[src/sv/xy_pair_text_parser_assert.svh]
// Assertion macros for the coordinate pair parser.
`ifndef XY_PAIR_TEXT_PARSER_ASSERT_SVH
`define XY_PAIR_TEXT_PARSER_ASSERT_SVH

`ifndef SYNTH
// Combinational check, sampled at every rising edge outside reset.
`define XYP_ASSERT_NOW(lbl, clk, rst, expr) \
  lbl: assert property (@(posedge clk) disable iff (rst) (expr)) \
    else $error("xy_pair_text_parser: check failed");
// Antecedent in this cycle implies consequent in the next.
`define XYP_ASSERT_NEXT(lbl, clk, rst, ante, cons) \
  lbl: assert property (@(posedge clk) disable iff (rst) (ante) |=> (cons)) \
    else $error("xy_pair_text_parser: sequence check failed");
`else
`define XYP_ASSERT_NOW(lbl, clk, rst, expr)
`define XYP_ASSERT_NEXT(lbl, clk, rst, ante, cons)
`endif

`endif

[src/sv/xypp_pkg.sv]
// Shared constants for the coordinate pair parser.
`default_nettype none

package xypp_pkg;

  localparam int VALUE_WIDTH_DEFAULT = 32;

  localparam logic [7:0] CHAR_NUL    = 8'h00;
  localparam logic [7:0] CHAR_SPACE  = 8'h20;
  localparam logic [7:0] CHAR_COMMA  = 8'h2C;
  localparam logic [7:0] CHAR_HYPHEN = 8'h2D;
  localparam logic [7:0] CHAR_ZERO   = 8'h30;
  localparam logic [7:0] CHAR_NINE   = 8'h39;

  localparam logic [1:0] PHASE_IDLE = 2'd0;
  localparam logic [1:0] PHASE_RUN  = 2'd1;
  localparam logic [1:0] PHASE_DONE = 2'd2;

endpackage

`default_nettype wire

[src/sv/xy_pair_text_parser.sv]
// Coordinate pair text parser: one character per beat, one result per string.
//
//   channel   direction  handshake                    payload
//   char      in         char_valid / char_ready      char_byte[7:0]
//   result    out        result_valid / result_ready  x_value, y_value, pair_valid, overflow
//
// One character is taken every cycle unless a NUL waits on a full result register; a NUL beat reaches its
// result through the character register, then the result register.
// The per-character update is one multiply-by-ten shift-add and a compare against the limit.
// Only a NUL stalls on a full result register; other characters keep flowing under stall.
// Synchronous reset clears the parse state and both valid flags.
`default_nettype none

module xy_pair_text_parser #(
  parameter int VALUE_WIDTH = xypp_pkg::VALUE_WIDTH_DEFAULT
) (
  input  wire                           clk,
  input  wire                           rst,
  input  wire                           char_valid,
  output logic                          char_ready,
  input  wire  [7:0]                    char_byte,
  output logic                          result_valid,
  input  wire                           result_ready,
  output logic signed [VALUE_WIDTH-1:0] x_value,
  output logic signed [VALUE_WIDTH-1:0] y_value,
  output logic                          pair_valid,
  output logic                          overflow
);

  localparam int MAG_W = VALUE_WIDTH - 1;
  localparam int ACC_W = MAG_W + 4;
  localparam logic [ACC_W-1:0] MAG_LIMIT = {4'b0000, {MAG_W{1'b1}}};

  // character register
  logic       stage_valid;
  logic [7:0] stage_char;

  // parse state
  logic [MAG_W-1:0] x_mag, x_mag_next;
  logic [MAG_W-1:0] y_mag, y_mag_next;
  logic [1:0]       x_phase, x_phase_next;
  logic [1:0]       y_phase, y_phase_next;
  logic             sep_seen, sep_seen_next;
  logic             x_neg, x_neg_next;
  logic             y_neg, y_neg_next;
  logic             sat, sat_next;

  logic result_valid_next;
  logic stage_fire;
  logic stage_nul;
  logic is_digit;
  logic [3:0]       digit;
  logic [MAG_W-1:0] mag_sel;
  logic [ACC_W-1:0] acc_sum;
  logic             acc_sat;
  logic [MAG_W-1:0] acc_mag;
  logic [VALUE_WIDTH-1:0] x_ext, y_ext;

  assign stage_nul  = (stage_char == xypp_pkg::CHAR_NUL);
  assign stage_fire = stage_valid && (!stage_nul || !result_valid || result_ready);
  assign char_ready = !stage_valid || stage_fire;

  assign is_digit = (stage_char >= xypp_pkg::CHAR_ZERO) && (stage_char <= xypp_pkg::CHAR_NINE);
  assign digit    = 4'(stage_char - xypp_pkg::CHAR_ZERO);

  // mag*10 + d, saturating at the largest positive value
  assign mag_sel = sep_seen ? y_mag : x_mag;
  assign acc_sum = ({4'b0000, mag_sel} << 3) + ({4'b0000, mag_sel} << 1)
                 + {{(ACC_W-4){1'b0}}, digit};
  assign acc_sat = (acc_sum > MAG_LIMIT);
  assign acc_mag = acc_sat ? {MAG_W{1'b1}} : acc_sum[MAG_W-1:0];

  assign x_ext = {1'b0, x_mag};
  assign y_ext = {1'b0, y_mag};

  always_comb begin
    x_mag_next    = x_mag;
    y_mag_next    = y_mag;
    x_phase_next  = x_phase;
    y_phase_next  = y_phase;
    sep_seen_next = sep_seen;
    x_neg_next    = x_neg;
    y_neg_next    = y_neg;
    sat_next      = sat;
    if (stage_fire) begin
      if (stage_nul) begin
        x_mag_next    = '0;
        y_mag_next    = '0;
        x_phase_next  = xypp_pkg::PHASE_IDLE;
        y_phase_next  = xypp_pkg::PHASE_IDLE;
        sep_seen_next = 1'b0;
        x_neg_next    = 1'b0;
        y_neg_next    = 1'b0;
        sat_next      = 1'b0;
      end else if (is_digit) begin
        if (!sep_seen) begin
          if (x_phase == xypp_pkg::PHASE_IDLE || x_phase == xypp_pkg::PHASE_RUN) begin
            x_mag_next   = acc_mag;
            x_phase_next = xypp_pkg::PHASE_RUN;
            sat_next     = sat || acc_sat;
          end
        end else begin
          if (y_phase == xypp_pkg::PHASE_IDLE || y_phase == xypp_pkg::PHASE_RUN) begin
            y_mag_next   = acc_mag;
            y_phase_next = xypp_pkg::PHASE_RUN;
            sat_next     = sat || acc_sat;
          end
        end
      end else begin
        // any other character closes a running digit run
        if (x_phase == xypp_pkg::PHASE_RUN) x_phase_next = xypp_pkg::PHASE_DONE;
        if (y_phase == xypp_pkg::PHASE_RUN) y_phase_next = xypp_pkg::PHASE_DONE;
        case (stage_char)
          xypp_pkg::CHAR_HYPHEN: begin
            if (sep_seen) y_neg_next = 1'b1;
            else          x_neg_next = 1'b1;
          end
          xypp_pkg::CHAR_COMMA,
          xypp_pkg::CHAR_SPACE: sep_seen_next = 1'b1;
          default: ;
        endcase
      end
    end
  end

  always_comb begin
    if (stage_fire && stage_nul) result_valid_next = 1'b1;
    else if (result_ready)       result_valid_next = 1'b0;
    else                         result_valid_next = result_valid;
  end

  always_ff @(posedge clk) begin
    if (rst) begin
      stage_valid  <= 1'b0;
      result_valid <= 1'b0;
      x_mag        <= '0;
      y_mag        <= '0;
      x_phase      <= xypp_pkg::PHASE_IDLE;
      y_phase      <= xypp_pkg::PHASE_IDLE;
      sep_seen     <= 1'b0;
      x_neg        <= 1'b0;
      y_neg        <= 1'b0;
      sat          <= 1'b0;
    end else begin
      if (char_ready) stage_valid <= char_valid;
      result_valid <= result_valid_next;
      x_mag        <= x_mag_next;
      y_mag        <= y_mag_next;
      x_phase      <= x_phase_next;
      y_phase      <= y_phase_next;
      sep_seen     <= sep_seen_next;
      x_neg        <= x_neg_next;
      y_neg        <= y_neg_next;
      sat          <= sat_next;
    end
  end

  // payload registers
  always_ff @(posedge clk) begin
    if (char_ready && char_valid) stage_char <= char_byte;
    if (stage_fire && stage_nul) begin
      if (x_phase == xypp_pkg::PHASE_IDLE) x_value <= '0;
      else x_value <= x_neg ? -x_ext : x_ext;
      if (y_phase == xypp_pkg::PHASE_IDLE) y_value <= '0;
      else y_value <= y_neg ? -y_ext : y_ext;
      pair_valid <= (x_phase != xypp_pkg::PHASE_IDLE) || (y_phase != xypp_pkg::PHASE_IDLE);
      overflow   <= sat;
    end
  end

`include "xy_pair_text_parser_assert.svh"

  `XYP_ASSERT_NEXT(a_nul_gives_result, clk, rst, stage_fire && stage_nul, result_valid)
  `XYP_ASSERT_NEXT(a_nul_clears_state, clk, rst, stage_fire && stage_nul, (x_phase == xypp_pkg::PHASE_IDLE) && (y_phase == xypp_pkg::PHASE_IDLE) && !sep_seen && !sat)
  `XYP_ASSERT_NOW(a_empty_is_zero, clk, rst, !result_valid || pair_valid || ((x_value == '0) && (y_value == '0)))
  `XYP_ASSERT_NOW(a_overflow_has_digits, clk, rst, !result_valid || !overflow || pair_valid)

endmodule

`default_nettype wire

[config.mk]
export PLATFORM = sky130hd
export DESIGN_NAME = xy_pair_text_parser
export DESIGN_NICKNAME = d
export VERILOG_FILES = /design/src/sv/xypp_pkg.sv /design/src/sv/xy_pair_text_parser.sv
export VERILOG_INCLUDE_DIRS = /design/src /design/src/sv
export SDC_FILE = /design/constraint.sdc
export NUM_CORES = 1
export LEC_CHECK = 0
export BUFFER_PORTS_ARGS = -buffer_cell sky130_fd_sc_hd__clkbuf_2
export CAP_MARGIN = 20
export CORE_MARGIN = 10
export CORE_UTILIZATION = 64
export DETAILED_ROUTE_END_ITERATION = 10
export PLACE_DENSITY_LB_ADDON = 0.15
export SLEW_MARGIN = 10
export SYNTH_ARGS = -nofsm -noshare
export SYNTH_HDL_FRONTEND = slang
export SYNTH_SLANG_ARGS = --single-unit
[constraint.sdc]
create_clock -name clk -period 8.7 [get_ports clk]
set_input_delay 0.87 -clock clk [delete_from_list [all_inputs] [get_ports clk]]
set_output_delay 0.87 -clock clk [all_outputs]
set_load 0.02 [all_outputs]
; ---- Word level (Yosys, flattened, before mapping)
; Cells that the tools add are included.
[totals]
reg_bits = 146
inputBits = 12
output_inout_bits = 68
[op_classes]
n_reduce_logical = 40
addsub = 5
eq_ne = 12
n_lt_le_gt_ge = 3
bitwise = 2
mux = 40
[op_table]
columns = cell, n
row1 = 2-to-1 mux 31 bit, 12
row2 = negator 31 -> 32 bit, 2
row3 = adder 34 x 32 -> 35 bit, 1
row4 = adder 35 x 4 -> 35 bit, 1
row5 = > comparator 35 x 31 -> 1 bit (second input constant), 1
row6 = AND reduction 4 bit, 7
row7 = equality test 8 x 6 -> 1 bit (second input constant), 3
row8 = 2-to-1 mux 2 bit, 10
row9 = 2-to-1 mux 1 bit, 18
row10 = nonzero test 2 bit, 9
row11 = nonzero test 3 bit, 3
row12 = >= comparator 8 x 6 -> 1 bit (second input constant), 1
row13 = less-or-equal comparator 8 x 6 -> 1 bit (second input constant), 1
row14 = logical NOT 8 bit, 1
row15 = logical OR 1 bit, 7
row16 = != test 3 x 2 -> 1 bit (second input constant), 2
row17 = != test 3 bit (second input constant), 2
row18 = OR reduction 2 bit, 3
row19 = equality test 2 x 1 -> 1 bit (second input constant), 2
row20 = logical AND 1 bit, 4
row21 = logical NOT 2 bit, 2
row22 = subtractor 4 x 1 -> 4 bit (second input constant), 1
row23 = logical NOT 1 bit, 3
row24 = != test 3 x 1 -> 1 bit (second input constant), 1
row25 = other kinds (4), 5

; ---- Longest topological paths before layout
[logic_depth]
ltp_word = 9
ltp_mapped = 20

; ---- Least setup slack after synthesis
; OpenSTA, ideal clock, no wires.
[synth_path]
path_kind = flip-flop to flip-flop
from = reg sep_seen
to = reg y_mag[0]
required_ns = 8.629
synth_period_minus_slack_ns = 4.717
arrival_time_ns = 4.646
stages_incl_launch_ff = 19
setup_slack_ns = 3.983
path_cell_list = dfxtp_1 clkbuf_1 clkbuf_1 nand2_1 o21a_1 fa_1 inv_1 ha_1 a211oi_1 o21ai_0 o2111ai_1 o311ai_0 nand2_1 mux2_2 o2111ai_1 and2_1 buf_2 clkbuf_1 o21bai_1
[synth_via]
elab_chain_len = 9
[synth_lines]
columns = item, line_no
row1 = from (decl), xy_pair_text_parser.sv:43  ; logic sep_seen, sep_seen_next;
row2 = from (signal assigned), xy_pair_text_parser.sv:151  ; sep_seen <= sep_seen_next;
row3 = 2-to-1 mux 31 bit, xy_pair_text_parser.sv:67  ; assign mag_sel = sep_seen ? y_mag : x_mag;
row4 = adder 34 x 32 -> 35 bit, xy_pair_text_parser.sv:68  ; assign acc_sum = ({4'b0000, mag_sel} << 3) + ({4'b0000, mag_sel} << 1)
row5 = adder 35 x 4 -> 35 bit, xy_pair_text_parser.sv:69  ; + {{(ACC_W-4){1'b0}}, digit};
row6 = > comparator 35 x 31 -> 1 bit, xy_pair_text_parser.sv:70  ; assign acc_sat = (acc_sum > MAG_LIMIT);
row7 = 2-to-1 mux 31 bit, xy_pair_text_parser.sv:71  ; assign acc_mag = acc_sat ? {MAG_W{1'b1}} : acc_sum[MAG_W-1:0];
row8 = 2-to-1 mux 31 bit, xy_pair_text_parser.sv:103  ; if (y_phase == xypp_pkg::PHASE_IDLE || y_phase == xypp_pkg::PHASE_RUN) begin
row9 = 2-to-1 mux 31 bit, xy_pair_text_parser.sv:96  ; if (!sep_seen) begin
row10 = 2-to-1 mux 31 bit, xy_pair_text_parser.sv:95  ; end else if (is_digit) begin
row11 = 2-to-1 mux 31 bit, xy_pair_text_parser.sv:86  ; if (stage_nul) begin
row12 = to (signal assigned), xy_pair_text_parser.sv:148  ; y_mag <= y_mag_next;
row13 = to (decl), xy_pair_text_parser.sv:40  ; logic [MAG_W-1:0] y_mag, y_mag_next;
; Several ways; a longest one is shown, not always the timed one. The select of a mux whose other input is x is not followed.
; A chain may end at the register's enable or synchronous reset.

; ---- Final worst setup path
[layout_path]
from = reg sep_seen
to = reg y_mag[12]
; The elaborated chain is that of the path after synthesis.

==> results.sh <==
export IMPL_outcome="finished, final reports clean"
export IMPL_mostFrequentLayoutCell="sky130_fd_sc_hd__nor2_1"
export IMPL_grt_pass1_wl_um=35500
export IMPL_tritoncts="yes"
export IMPL_timing_critical_path_to_type="register"
export IMPL_sequential_element_share_of_the_synthesized_area_pct=41.9
export IMPL_part_of_the_total_power_dissipated_in_combinational_logic_pct=1.8
export IMPL_worstPathArrival_ns=5.99
export IMPL_synth_cell_area_um2=8740
export IMPL_postSynthAreaPerCell_um2=9.93
export IMPL_first_global_vias=6813
export IMPL_pwr_share_clk_pct=50.7
export IMPL_utilization_pct=74.5
export IMPL_cellLeakagePower_nw=4.41
export IMPL_maxCapViolations=0
export IMPL_finalWeightedCongestion=0.933
export IMPL_post_cts_resize_count=0
export IMPL_area_growth_syn_to_layout_pct=13.4
export IMPL_die_area_um2=18700
export IMPL_netlist_cell_type_count=54
export IMPL_worstHoldPathType="reg -> reg"
export IMPL_start_util_pct=65.7
export IMPL_skew_ns=0.00740
export IMPL_max_slew_worst_pin_slew_ns=1.07
export IMPL_grt_start_max_net_pins=70
export IMPL_buffer_ports_inserted=79
export IMPL_insertedDiodeCount=0
export IMPL_drtPass1Iterations=5
export IMPL_startpoint_type="register"
export IMPL_irDropWorstVdd_mv=0.121
export IMPL_finalCriticalPeriod_ns=5.63
export IMPL_synth_nets=957
export IMPL_p_sw_share_pct=20.5
export IMPL_first_drt_iteration_drcs=817
export IMPL_share_seq_of_total_power_pct=47.5
export IMPL_hold_viol=0
export IMPL_multiInputGateArea_um2=4870
export IMPL_synth_warnings=0
export IMPL_layout_setup_ws_ns=3.07
export IMPL_max_freq_ghz=0.177
export IMPL_cts_hold_buffers=0
export IMPL_clock_root_buffer="sky130_fd_sc_hd__clkbuf_16"
export IMPL_worstPathCellList="buf_4, mux2i_1, fa_1, inv_1, ha_1, a211oi_1, o21ai_0, o2111ai_1, o311ai_0, nand2_1, mux2_2, o2111ai_1, and2_1, a221o_1"
export IMPL_synth_enable_flop_cells=74
export IMPL_die_height_um=137
export IMPL_fin_setup_tns_ns=0
export IMPL_core_area_um2=13300
export IMPL_routed_wire_length_per_instance_um=20.0
export IMPL_post_cts_repair_timing_setup_buffer_count=0
export IMPL_place_ws_ns=3.19
export IMPL_via_per_instance_ratio=6.43
export IMPL_ys_async_sr_fraction_pct=0
export IMPL_fp_row_count=42
export IMPL_fraction_of_final_layout_cells_sized_beyond_drive_strength_1_pct=16.9
export IMPL_post_route_drc_count=0
export IMPL_timing_critical_path_max_delay_family="compound AO/OA/AOI/OAI gates"
export IMPL_globalRouteOverflowTotal=0
export IMPL_vias=7267
export IMPL_post_drt_antenna_nets=0
export IMPL_critical_path_n_buffers_inverters=2
export IMPL_antenna_found_initial=0
export IMPL_all_layer_gr_usage_pct=23.7
export IMPL_design_final_nets=1019
export IMPL_fillers=901
export IMPL_cp_slowest_cell="sky130_fd_sc_hd__and2_1"
export IMPL_final_min_period_over_clock_period_pct=64.8
export IMPL_cts_clk_slew_worst_paths_ns=0.06
export IMPL_dp_hpwl_um=16500
export IMPL_fp_dieW_um=137
export IMPL_power_density_nw_per_um2=154
export IMPL_clk_latency_ns=0.42
export IMPL_register_area_um2=3660
export IMPL_crit_path_max_incr_delay_ns=0.93
export IMPL_timing_critical_path_mode_cell="sky130_fd_sc_hd__o2111ai_1"
export IMPL_syn_inst=880
export IMPL_cts_sinks=146
export IMPL_max_clock_path_buffers=2
export IMPL_setup_violations_final=0
export IMPL_cp_data_required_time_ns=9.06
export IMPL_ys_dominant_reg_cell="sky130_fd_sc_hd__edfxtp_1"
export IMPL_criticalPathCategory="reg -> reg"
export IMPL_cts_made_buffers=17
export IMPL_yosys_register_bits=146
export IMPL_cp_max_fo=41
export IMPL_max_transition_margin_pct=28.2
export IMPL_intPower_mw=1.21
export IMPL_rsz_0062_raised_after_global_routing="no"
export IMPL_power_switching_uw=313
export IMPL_route_final_wire_length_um=22600
export IMPL_final_max_slew_violation_count=0
export IMPL_most_common_layout_cells="sky130_fd_sc_hd__nor2_1 (101), sky130_fd_sc_hd__clkbuf_2 (79), sky130_fd_sc_hd__edfxtp_1 (74)"
export IMPL_cts_htree_levels=4
export IMPL_io_pin_count=80
## cells by family (layout without fill, tap and decap cells)
| kind of cell | count (synthesis) | in the layout | share of synthesized area (%) |
|---|---|---|---|
| adders and majority gates | 65 | 65 | 9.48 |
| DFF | 146 | 146 | 41.9 |
| and+or+nand+nor | 261 | 261 | 14.3 |
| muxes | 35 | 35 | 4.44 |
| xor gates and xnor gates | 87 | 87 | 8.72 |
| AOI/OAI and AO/OA | 225 | 225 | 18.5 |
| buffers and inverters | 61 | 136 | 2.65 |
## path summary, 6_finish.rpt
path | startpoint | to | slack (ns) | cells past startpoint
worst max-delay path | sep_seen | y_mag[12] | 3.07 | 14
worst min-delay path | y_mag[30] | y_mag[30] | 0.54 | 2
worst max register to register | sep_seen | y_mag[12] | 3.07 | 14
worst min register to register | y_mag[30] | y_mag[30] | 0.54 | 2
## layer usage
layer / track usage (%) / part of all wire (%)
met1: 32.9 / 44
met2: 35.6 / 44
met3: 6.09 / 9.9
met4: 6.97 / 2.0
met5: 0 / 0
## flip-flops by register name (all words and copies together), names as in the netlist
| signal | cells |
|---|---|
| y_mag | 31 |
| x_phase | 2 |
| stage_valid | 1 |
| result_valid | 1 |
| x_value | 32 |
| x_neg | 1 |
| sat | 1 |
| stage_char | 8 |
| overflow | 1 |
| y_phase | 2 |
| x_mag | 31 |
| y_neg | 1 |
| y_value | 32 |
| sep_seen | 1 |
| pair_valid | 1 |
## power by group through the flow
stage	combinational [mW]	clock [mW]	sequential [mW]
after floorplan	0.0180	0	0.738
after global placement	0.0252	0	0.739
after detailed placement	0.0260	0	0.739
after CTS	0.0264	0.774	0.724
after global routing	0.0294	0.806	0.725
final	0.0269	0.774	0.725
## metrics by stage
| stage | cell area [µm²] | hold slack (ns) | power, mW | std cells |
|---|---|---|---|---|
| floorplan | 8740 | 0.409 | 0.756 | 880 |
| global placement | 9250 | 0.503 | 0.764 | 1098 |
| detailed placement | 9250 | 0.524 | 0.765 | 1098 |
| CTS | 9890 | 0.532 | 1.52 | 1130 |
| global route | 9910 | 0.536 | 1.56 | 1131 |
| finish | 9910 | 0.541 | 1.53 | 1131 |
## cell usage after synthesis, types with 2 or more instances
cell	count	area, µm²
sky130_fd_sc_hd__o21ai_1	4	20.0
sky130_fd_sc_hd__or4_4	3	33.8
sky130_fd_sc_hd__a31oi_1	8	50.1
sky130_fd_sc_hd__inv_1	18	67.6
sky130_fd_sc_hd__o31ai_1	18	135
sky130_fd_sc_hd__nand4_1	10	62.6
sky130_fd_sc_hd__a221o_1	46	460
sky130_fd_sc_hd__mux2_2	30	338
sky130_fd_sc_hd__dfxtp_1	72	1440
sky130_fd_sc_hd__o21a_1	9	67.6
sky130_fd_sc_hd__nand2b_1	7	43.8
sky130_fd_sc_hd__o21bai_1	4	30.0
sky130_fd_sc_hd__nand2_1	60	225
sky130_fd_sc_hd__o41ai_1	6	52.6
sky130_fd_sc_hd__a311o_1	6	60.1
sky130_fd_sc_hd__or3_1	13	81.3
sky130_fd_sc_hd__ha_1	63	788
sky130_fd_sc_hd__clkbuf_1	35	131
sky130_fd_sc_hd__or4_1	9	67.6
sky130_fd_sc_hd__nor2_1	104	390
sky130_fd_sc_hd__a211oi_1	4	30.0
sky130_fd_sc_hd__edfxtp_1	74	2220
sky130_fd_sc_hd__or3_4	3	33.8
sky130_fd_sc_hd__nor4_1	5	31.3
sky130_fd_sc_hd__o2111ai_1	4	35.0
sky130_fd_sc_hd__fa_1	2	40.0
sky130_fd_sc_hd__o211ai_1	5	37.5
sky130_fd_sc_hd__a21o_1	9	67.6
sky130_fd_sc_hd__xnor2_1	16	140
sky130_fd_sc_hd__a21oi_1	44	220
sky130_fd_sc_hd__buf_2	2	10.0
sky130_fd_sc_hd__xor2_1	71	622
sky130_fd_sc_hd__nor2b_1	8	50.1
sky130_fd_sc_hd__o21ai_0	50	250
sky130_fd_sc_hd__mux2i_1	5	50.1
sky130_fd_sc_hd__a22o_1	2	17.5
sky130_fd_sc_hd__buf_1	5	18.8
sky130_fd_sc_hd__and2_1	8	50.1
sky130_fd_sc_hd__and3_1	2	12.5
sky130_fd_sc_hd__nor3_1	16	80.1
sky130_fd_sc_hd__nor3b_1	2	15.0
sky130_fd_sc_hd__nand3_1	6	30.0
## area by class of cell
cell class	count	area share, %
clock buffer	18	4.33
timing repair buffer	85	4.52
tap	176	2.22
clock inverter	14	2.07
multi-input combinational	673	49.1
sequential	146	37.0
inverter	19	0.720
## worst reg2reg max path, delay by kind of cell, from the launching register on
kind	cells	cell delay [ns]
adder cells (fa/ha/maj)	2	0.89
flip-flops	1	0.30
AND/OR/NAND/NOR	2	1.05
AO/OA/AOI/OAI	6	2.30
multiplexers	2	0.54
buffers and inverters	2	0.48
No activity file was read; power rests on OpenSTA's default activity.
